**src/design/sadte_pkg.sv**
```systemverilog
// Types and constants of the self-adaptive DE trial engine.
package sadte_pkg;

    localparam int POP_SIZE_DEF  = 64;
    localparam int GENE_BITS_DEF = 32;

    localparam int F_W        = 17;
    localparam int CR_W       = 16;
    localparam int RAND_W     = 16;
    localparam int FRAC_W     = 16;
    localparam int X_W        = 32;
    localparam int REQ_W      = 2;
    localparam int IND_W      = 6;
    localparam int CFG_IDX_W  = 3;
    localparam int CFG_DATA_W = 32;

    localparam logic [F_W-1:0]         F_RESET       = 17'd32768;
    localparam logic [CR_W-1:0]        CR_RESET      = 16'd58982;
    localparam logic [F_W-1:0]         F_LOWER_RESET = 17'd6554;
    localparam logic [F_W-1:0]         F_UPPER_RESET = 17'd58982;
    localparam logic [RAND_W-1:0]      TAU_RESET     = 16'd6554;
    localparam logic signed [X_W-1:0]  X_MIN_RESET   = -32'sd6553600;
    localparam logic signed [X_W-1:0]  X_MAX_RESET   = 32'sd6553600;

    localparam logic [CFG_IDX_W-1:0] CFG_F_LOWER = 3'd0;
    localparam logic [CFG_IDX_W-1:0] CFG_F_UPPER = 3'd1;
    localparam logic [CFG_IDX_W-1:0] CFG_TAU     = 3'd2;
    localparam logic [CFG_IDX_W-1:0] CFG_X_MIN   = 3'd3;
    localparam logic [CFG_IDX_W-1:0] CFG_X_MAX   = 3'd4;

    typedef enum logic [REQ_W-1:0] {
        REQ_ADAPT  = 2'd0,
        REQ_TRIAL  = 2'd1,
        REQ_SELECT = 2'd2,
        REQ_NOP    = 2'd3
    } t_req;

    typedef enum logic [1:0] {
        ST_CLEAR,
        ST_IDLE,
        ST_MUL,
        ST_FIN
    } t_state;

    typedef struct packed {
        logic [F_W-1:0]  f;
        logic [CR_W-1:0] cr;
    } t_fcr;

    typedef struct packed {
        logic we_adp;
        logic we_cnd;
        t_fcr adp;
        t_fcr cnd;
    } t_mem_wr;

endpackage

```
**src/design/sadte_param_mem.sv**
```systemverilog
// Adopted and candidate F/CR tables, one write and one registered read port each.
module sadte_param_mem #(
    parameter int POP_SIZE = sadte_pkg::POP_SIZE_DEF
) (
    input  logic                                     i_clk,
    input  sadte_pkg::t_mem_wr                       i_wr,
    input  logic [((POP_SIZE > 1) ? $clog2(POP_SIZE) : 1)-1:0] i_waddr,
    input  logic [((POP_SIZE > 1) ? $clog2(POP_SIZE) : 1)-1:0] i_raddr,
    output sadte_pkg::t_fcr                          o_adp,
    output sadte_pkg::t_fcr                          o_cnd
);
    import sadte_pkg::*;

    t_fcr r_adp_mem [POP_SIZE];
    t_fcr r_cnd_mem [POP_SIZE];
    t_fcr r_adp_q;
    t_fcr r_cnd_q;

    always_ff @(posedge i_clk) begin
        if (i_wr.we_adp) begin
            r_adp_mem[i_waddr] <= i_wr.adp;
        end
        r_adp_q <= r_adp_mem[i_raddr];
    end

    always_ff @(posedge i_clk) begin
        if (i_wr.we_cnd) begin
            r_cnd_mem[i_waddr] <= i_wr.cnd;
        end
        r_cnd_q <= r_cnd_mem[i_raddr];
    end

    assign o_adp = r_adp_q;
    assign o_cnd = r_cnd_q;

endmodule

```
**config.mk**
```make
export PLATFORM = sky130hd
export DESIGN_NAME = sadte_param_mem
export DESIGN_NICKNAME = d
export VERILOG_FILES = /design/src/design/sadte_pkg.sv /design/src/design/sadte_param_mem.sv
export SDC_FILE = /design/constraint.sdc
export NUM_CORES = 2
export LEC_CHECK = 0
export ABC_AREA = 1
export BUFFER_PORTS_ARGS = -buffer_cell sky130_fd_sc_hd__buf_2
export CORE_UTILIZATION = 40
export CTS_BUF_LIST = sky130_fd_sc_hd__clkbuf_4 sky130_fd_sc_hd__clkbuf_8 sky130_fd_sc_hd__clkbuf_16
export DETAILED_ROUTE_END_ITERATION = 10
export PLACE_DENSITY_LB_ADDON = 0.2
export SYNTH_ARGS = -nofsm -noshare
export SYNTH_HDL_FRONTEND = slang
export SYNTH_MEMORY_MAX_BITS = 65536
export SYNTH_SLANG_ARGS = --single-unit
```
**constraint.sdc**
```tcl
create_clock -name i_clk -period 5.5 [get_ports i_clk]
set_input_delay 1.1 -clock i_clk [delete_from_list [all_inputs] [get_ports i_clk]]
set_output_delay 1.1 -clock i_clk [all_outputs]
set_load 0.05 [all_outputs]
```
Word-level counts from Yosys, hierarchy flattened
Memories as Yosys holds them, arrays and structs flattened. A register that Yosys moved wholly into a read port is not among the register bits.
Index checks and enable logic that the tools add are counted.
{ "classes": {"div_mod_pow": 0, "addsub": 0, "n_shift": 0, "n_mux": 4, "eq_ne": 0, "multipliers": 0, "n_bitwise": 0, "n_reduce_logical": 0, "n_lt_le_gt_ge": 0} }
{ "op_table": {"columns": ["op", "n"], "rows": [
  ["$mux 1", 4]
]} }
{ "totals": {"word_cells": 6, "regBits": 0, "output_inout_bits": 66, "memories": 2, "rom_bits": 0, "mem_bits_rw": 4224, "latchBits": 0, "inputBits": 81} }
{ "memory_table": {"columns": ["name", "words", "word_bits", "read_ports", "rd_ports_with_merged_regs", "wr", "line", "rtl"], "rows": [
  ["r_adp_mem", 64, 33, 1, 1, 1, "sadte_param_mem.sv:14", "t_fcr r_adp_mem [POP_SIZE];"],
  ["r_cnd_mem", 64, 33, 1, 1, 1, "sadte_param_mem.sv:15", "t_fcr r_cnd_mem [POP_SIZE];"]
]} }

Longest topological paths before layout
{ "logic_depth": {"depth_word": 2, "depth_mapped": 13, "ltp_nobuf": 9} }

Worst setup path after synthesis
Ideal clock, no wire load.
{ "synth_timing": {"path_kind": "input-to-reg", "from": "in i_waddr[0] (netlist bit)", "to": "mem r_adp_mem[46][0] (netlist bit), enable pin", "path_slack_ns": 0.839, "stages": 4, "setup_ns": 0.464, "arrival_ns": 4.197, "n_path_buf": 1, "required_time_ns": 5.036, "path_cell_list": "clkbuf_1 > nor3_1 > clkinv_1 > nor3_1"} }
{ "synth_rtl": {"columns": ["element", "line", "rtl"], "rows": [
  ["start, declared", "sadte_param_mem.sv:7", "input logic [((POP_SIZE > 1) ? $clog2(POP_SIZE) : 1)-1:0] i_waddr,"],
  ["end, declared", "sadte_param_mem.sv:14", null]
]} }
Straight into the memory's write port.

Worst setup path after layout
{ "layout_timing": {"from": "reg o_adp[29] (netlist name)", "to": "out o_adp[29] (netlist bit)"} }
{ "layout_rtl": {"columns": ["element", "line", "rtl"], "rows": [
  ["end, declared", "sadte_param_mem.sv:9", "output sadte_pkg::t_fcr o_adp,"]
]} }
No word-level cell between the ends.

==> impl_metrics.ini <==
[setup_path]
endpoint_kind = primary output
crit_path_top_delay_cell = dfxtp_1
crit_arrival_ns = 2.09
critPathBufInv = 1
r2r-start = r_adp_mem[13][7]$_DFFE_PP_
start_kind = flop
cp_data_required_time_ns = 4.40
crit_path_max_incr_delay_ns = 0.65
crit_type = reg -> out
critPathLaunch = o_adp[29]$_DFF_P_
r2r_slack_ns = 3.91
cp_cell_sequence = buf_2
cp_top_family = flip-flops
crit_fanout = 1

[sta]
clock-skew-final_ns = 0.07103
period_needed_ns = 3.192
rsz0062_at_grt = false
worst_pin_slew_ns = 1.353
min_period_over_period = 0.5804
slew_headroom = 0.09823
max_freq_ghz = 0.3133
setup_violations = 0
tns_ns = 0
drv_slew = 0
hold_viol = 0

[floorplan]
dieWidth_um = 656.8
floorplan.initialDensity = 0.4017
fp.coreArea_mm2 = 0.4270
rows = 240
dieArea_mm2 = 0.4314
die_h_um = 656.8
ios = 147

[clock_tree]
holdBufCountCts = 0
cts_sinks = 4290
clk_pin_slew_ns = 0.06
cts_buffers = 447
cts_buffer_depth = 4
clk_latency_ns = 0.99
cts_max_level = 5
clockRootBuffer = clkbuf_16
cts_tree = done
postCtsSetupBuffers = 0
post_cts_resize_count = 0

[logic_synthesis]
avgSynthCellArea_um2 = 12.32
ys_top_cells_by_area = edfxtp_1, nand3_1, nand2_1
yosysSeqAreaShare = 0.7472
yosysTopAreaCellShare = 0.7395
netlist_instances = 13920
yosysWarningCount = 0
ys_ff_latch = 4290
synth_nets = 14000
syn_area_mm2 = 0.1715
synth_top_area_cell = edfxtp_1
yosysUniqueCellTypes = 19

[place]
hpwl_mm = 261.1
gp_congestion = 0.7732
portBuffers = 146
placed_area_mm2 = 0.1786

[layout]
final_area_mm2 = 0.1935
drive_gt1_frac = 0.09901
syn_to_final_growth_pct = 12.80
fillers = 38610
fin_nets = 14030

[drt]
num_vias = 109900
ant_nets = 0
routedWlPerCell_um = 25.82
drt_iter0_markers = 11710
via_per_inst = 5.483
drt_wl_total_mm = 517.6
drt_first_pass_iters = 6
drt_drc_violations_left = 0

[power]
power_mw = 71.22
p_per_area_mw_per_mm2 = 368.1
leakage_nw = 67.65
ir_drop_uv = 317.1

[global_route]
grt_remaining_overflow = 0
grt_pass1_vias = 104200
grt_use_total = 0.2332
grt_max_degree = 185
antenna_found_initial = 40
grt_pass1_wl_mm = 746.2

[job]
maxCapViolations = 0

[run_status]
status = finished, final reports clean

[min_path]
hp-class = in -> reg
hold_start = i_raddr[5]
worst paths after layout:
check | end | depth (start not counted)
max | o_adp[29] | 1
min | o_adp[20]$_DFF_P_ | 3
max reg2reg | o_adp[7]$_DFF_P_ | 8
min reg2reg | o_adp[29]$_DFF_P_ | 8
metal layers:
metal  part of all wire  track usage  wire length [um]  vias to the layer above
li1                   -            -                 -                    49810
met1               0.43       0.3258            221600                    55120
met2               0.47       0.3805            244400                     4107
met3              0.069      0.03099             35630                      866
met4              0.031      0.07040             15940                        6
met5           0.000077            0                40                        -
logic make-up (layout without fill, tap and decap cells):
| logic type | count (synthesis) | after routing | synth area share |
|---|---|---|---|
| buffers and inverters | 964 | 1385 | 0.03326 |
| flip-flops | 4290 | 4290 | 0.7472 |
| other | 0 | 14 | 0 |
| AND/OR/NAND/NOR | 8667 | 8667 | 0.2195 |
tightest hold or removal path, cell delays in order:
cell and delay, ns:
buf_6 0.21, nand2_1 0.13, nand2_1 0.04
power by group:
| group | total (mW) | switching [mW] | internal, mW |
|---|---|---|---|
| sequential | 36.4 | 0.159 | 36.2 |
| combinational | 4.29 | 3.29 | 1.00 |
| clock | 30.6 | 12.7 | 17.8 |
stage by stage:
| stage | worst slack, ns | util | cells | hold slack, ns |
|---|---|---|---|---|
| after CTS | 2.259 | 0.4530 | 20030 | 0.5389 |
| after detailed placement | 1.413 | 0.4181 | 19190 | 0.7812 |
| final | 2.308 | 0.4531 | 20040 | 0.6082 |
| after floorplan | 0.8390 | - | 13920 | 0.7214 |
| after global placement | 1.486 | 0.4181 | 19190 | 0.7754 |
| after global routing | 2.275 | 0.4531 | 20040 | 0.5747 |
layout make-up:
class,instances,area (um^2),share of cell area
Tap cell,5687,7116,0.03678
Timing Repair Buffer,526,4808,0.02485
Antenna cell,14,35.03,0.0001811
Clock buffer,616,12730,0.06582
Sequential cell,4290,128200,0.6624
Clock inverter,225,2156,0.01114
Inverter,18,128.9,0.0006661
Multi-Input combinational cell,8667,38340,0.1981
cell usage after synthesis:
cell type / count
inv_1: 6
buf_12: 1
buf_6: 134
nor2_1: 18
inv_6: 1
clkbuf_1: 154
buf_4: 113
clkbuf_4: 3
edfxtp_1: 4224
inv_2: 9
clkinv_1: 2
dfxtp_1: 66
buf_1: 50
nand2_1: 4563
nor3_1: 116
buf_2: 490
buf_8: 1
nand3_1: 3968
nand3b_1: 2
layout by cell type (no fill, tap or decap), drive strengths merged:
master and instances:
diode 14, clkbuf 616, buf 526, inv 29
clkinvlp 9, bufinv 35, nor2 18, nor3 116
nand3 3968, nand2 4563, dfxtp 66, edfxtp 4224
clkinv 170, nand3b 2
registers in the layout (all words and copies together) (netlist names):
register / flops
o_cnd: 33
o_adp: 33
r_adp_mem: 2112
r_cnd_mem: 2112
Note: power is estimated with default switching activity, not from simulation.
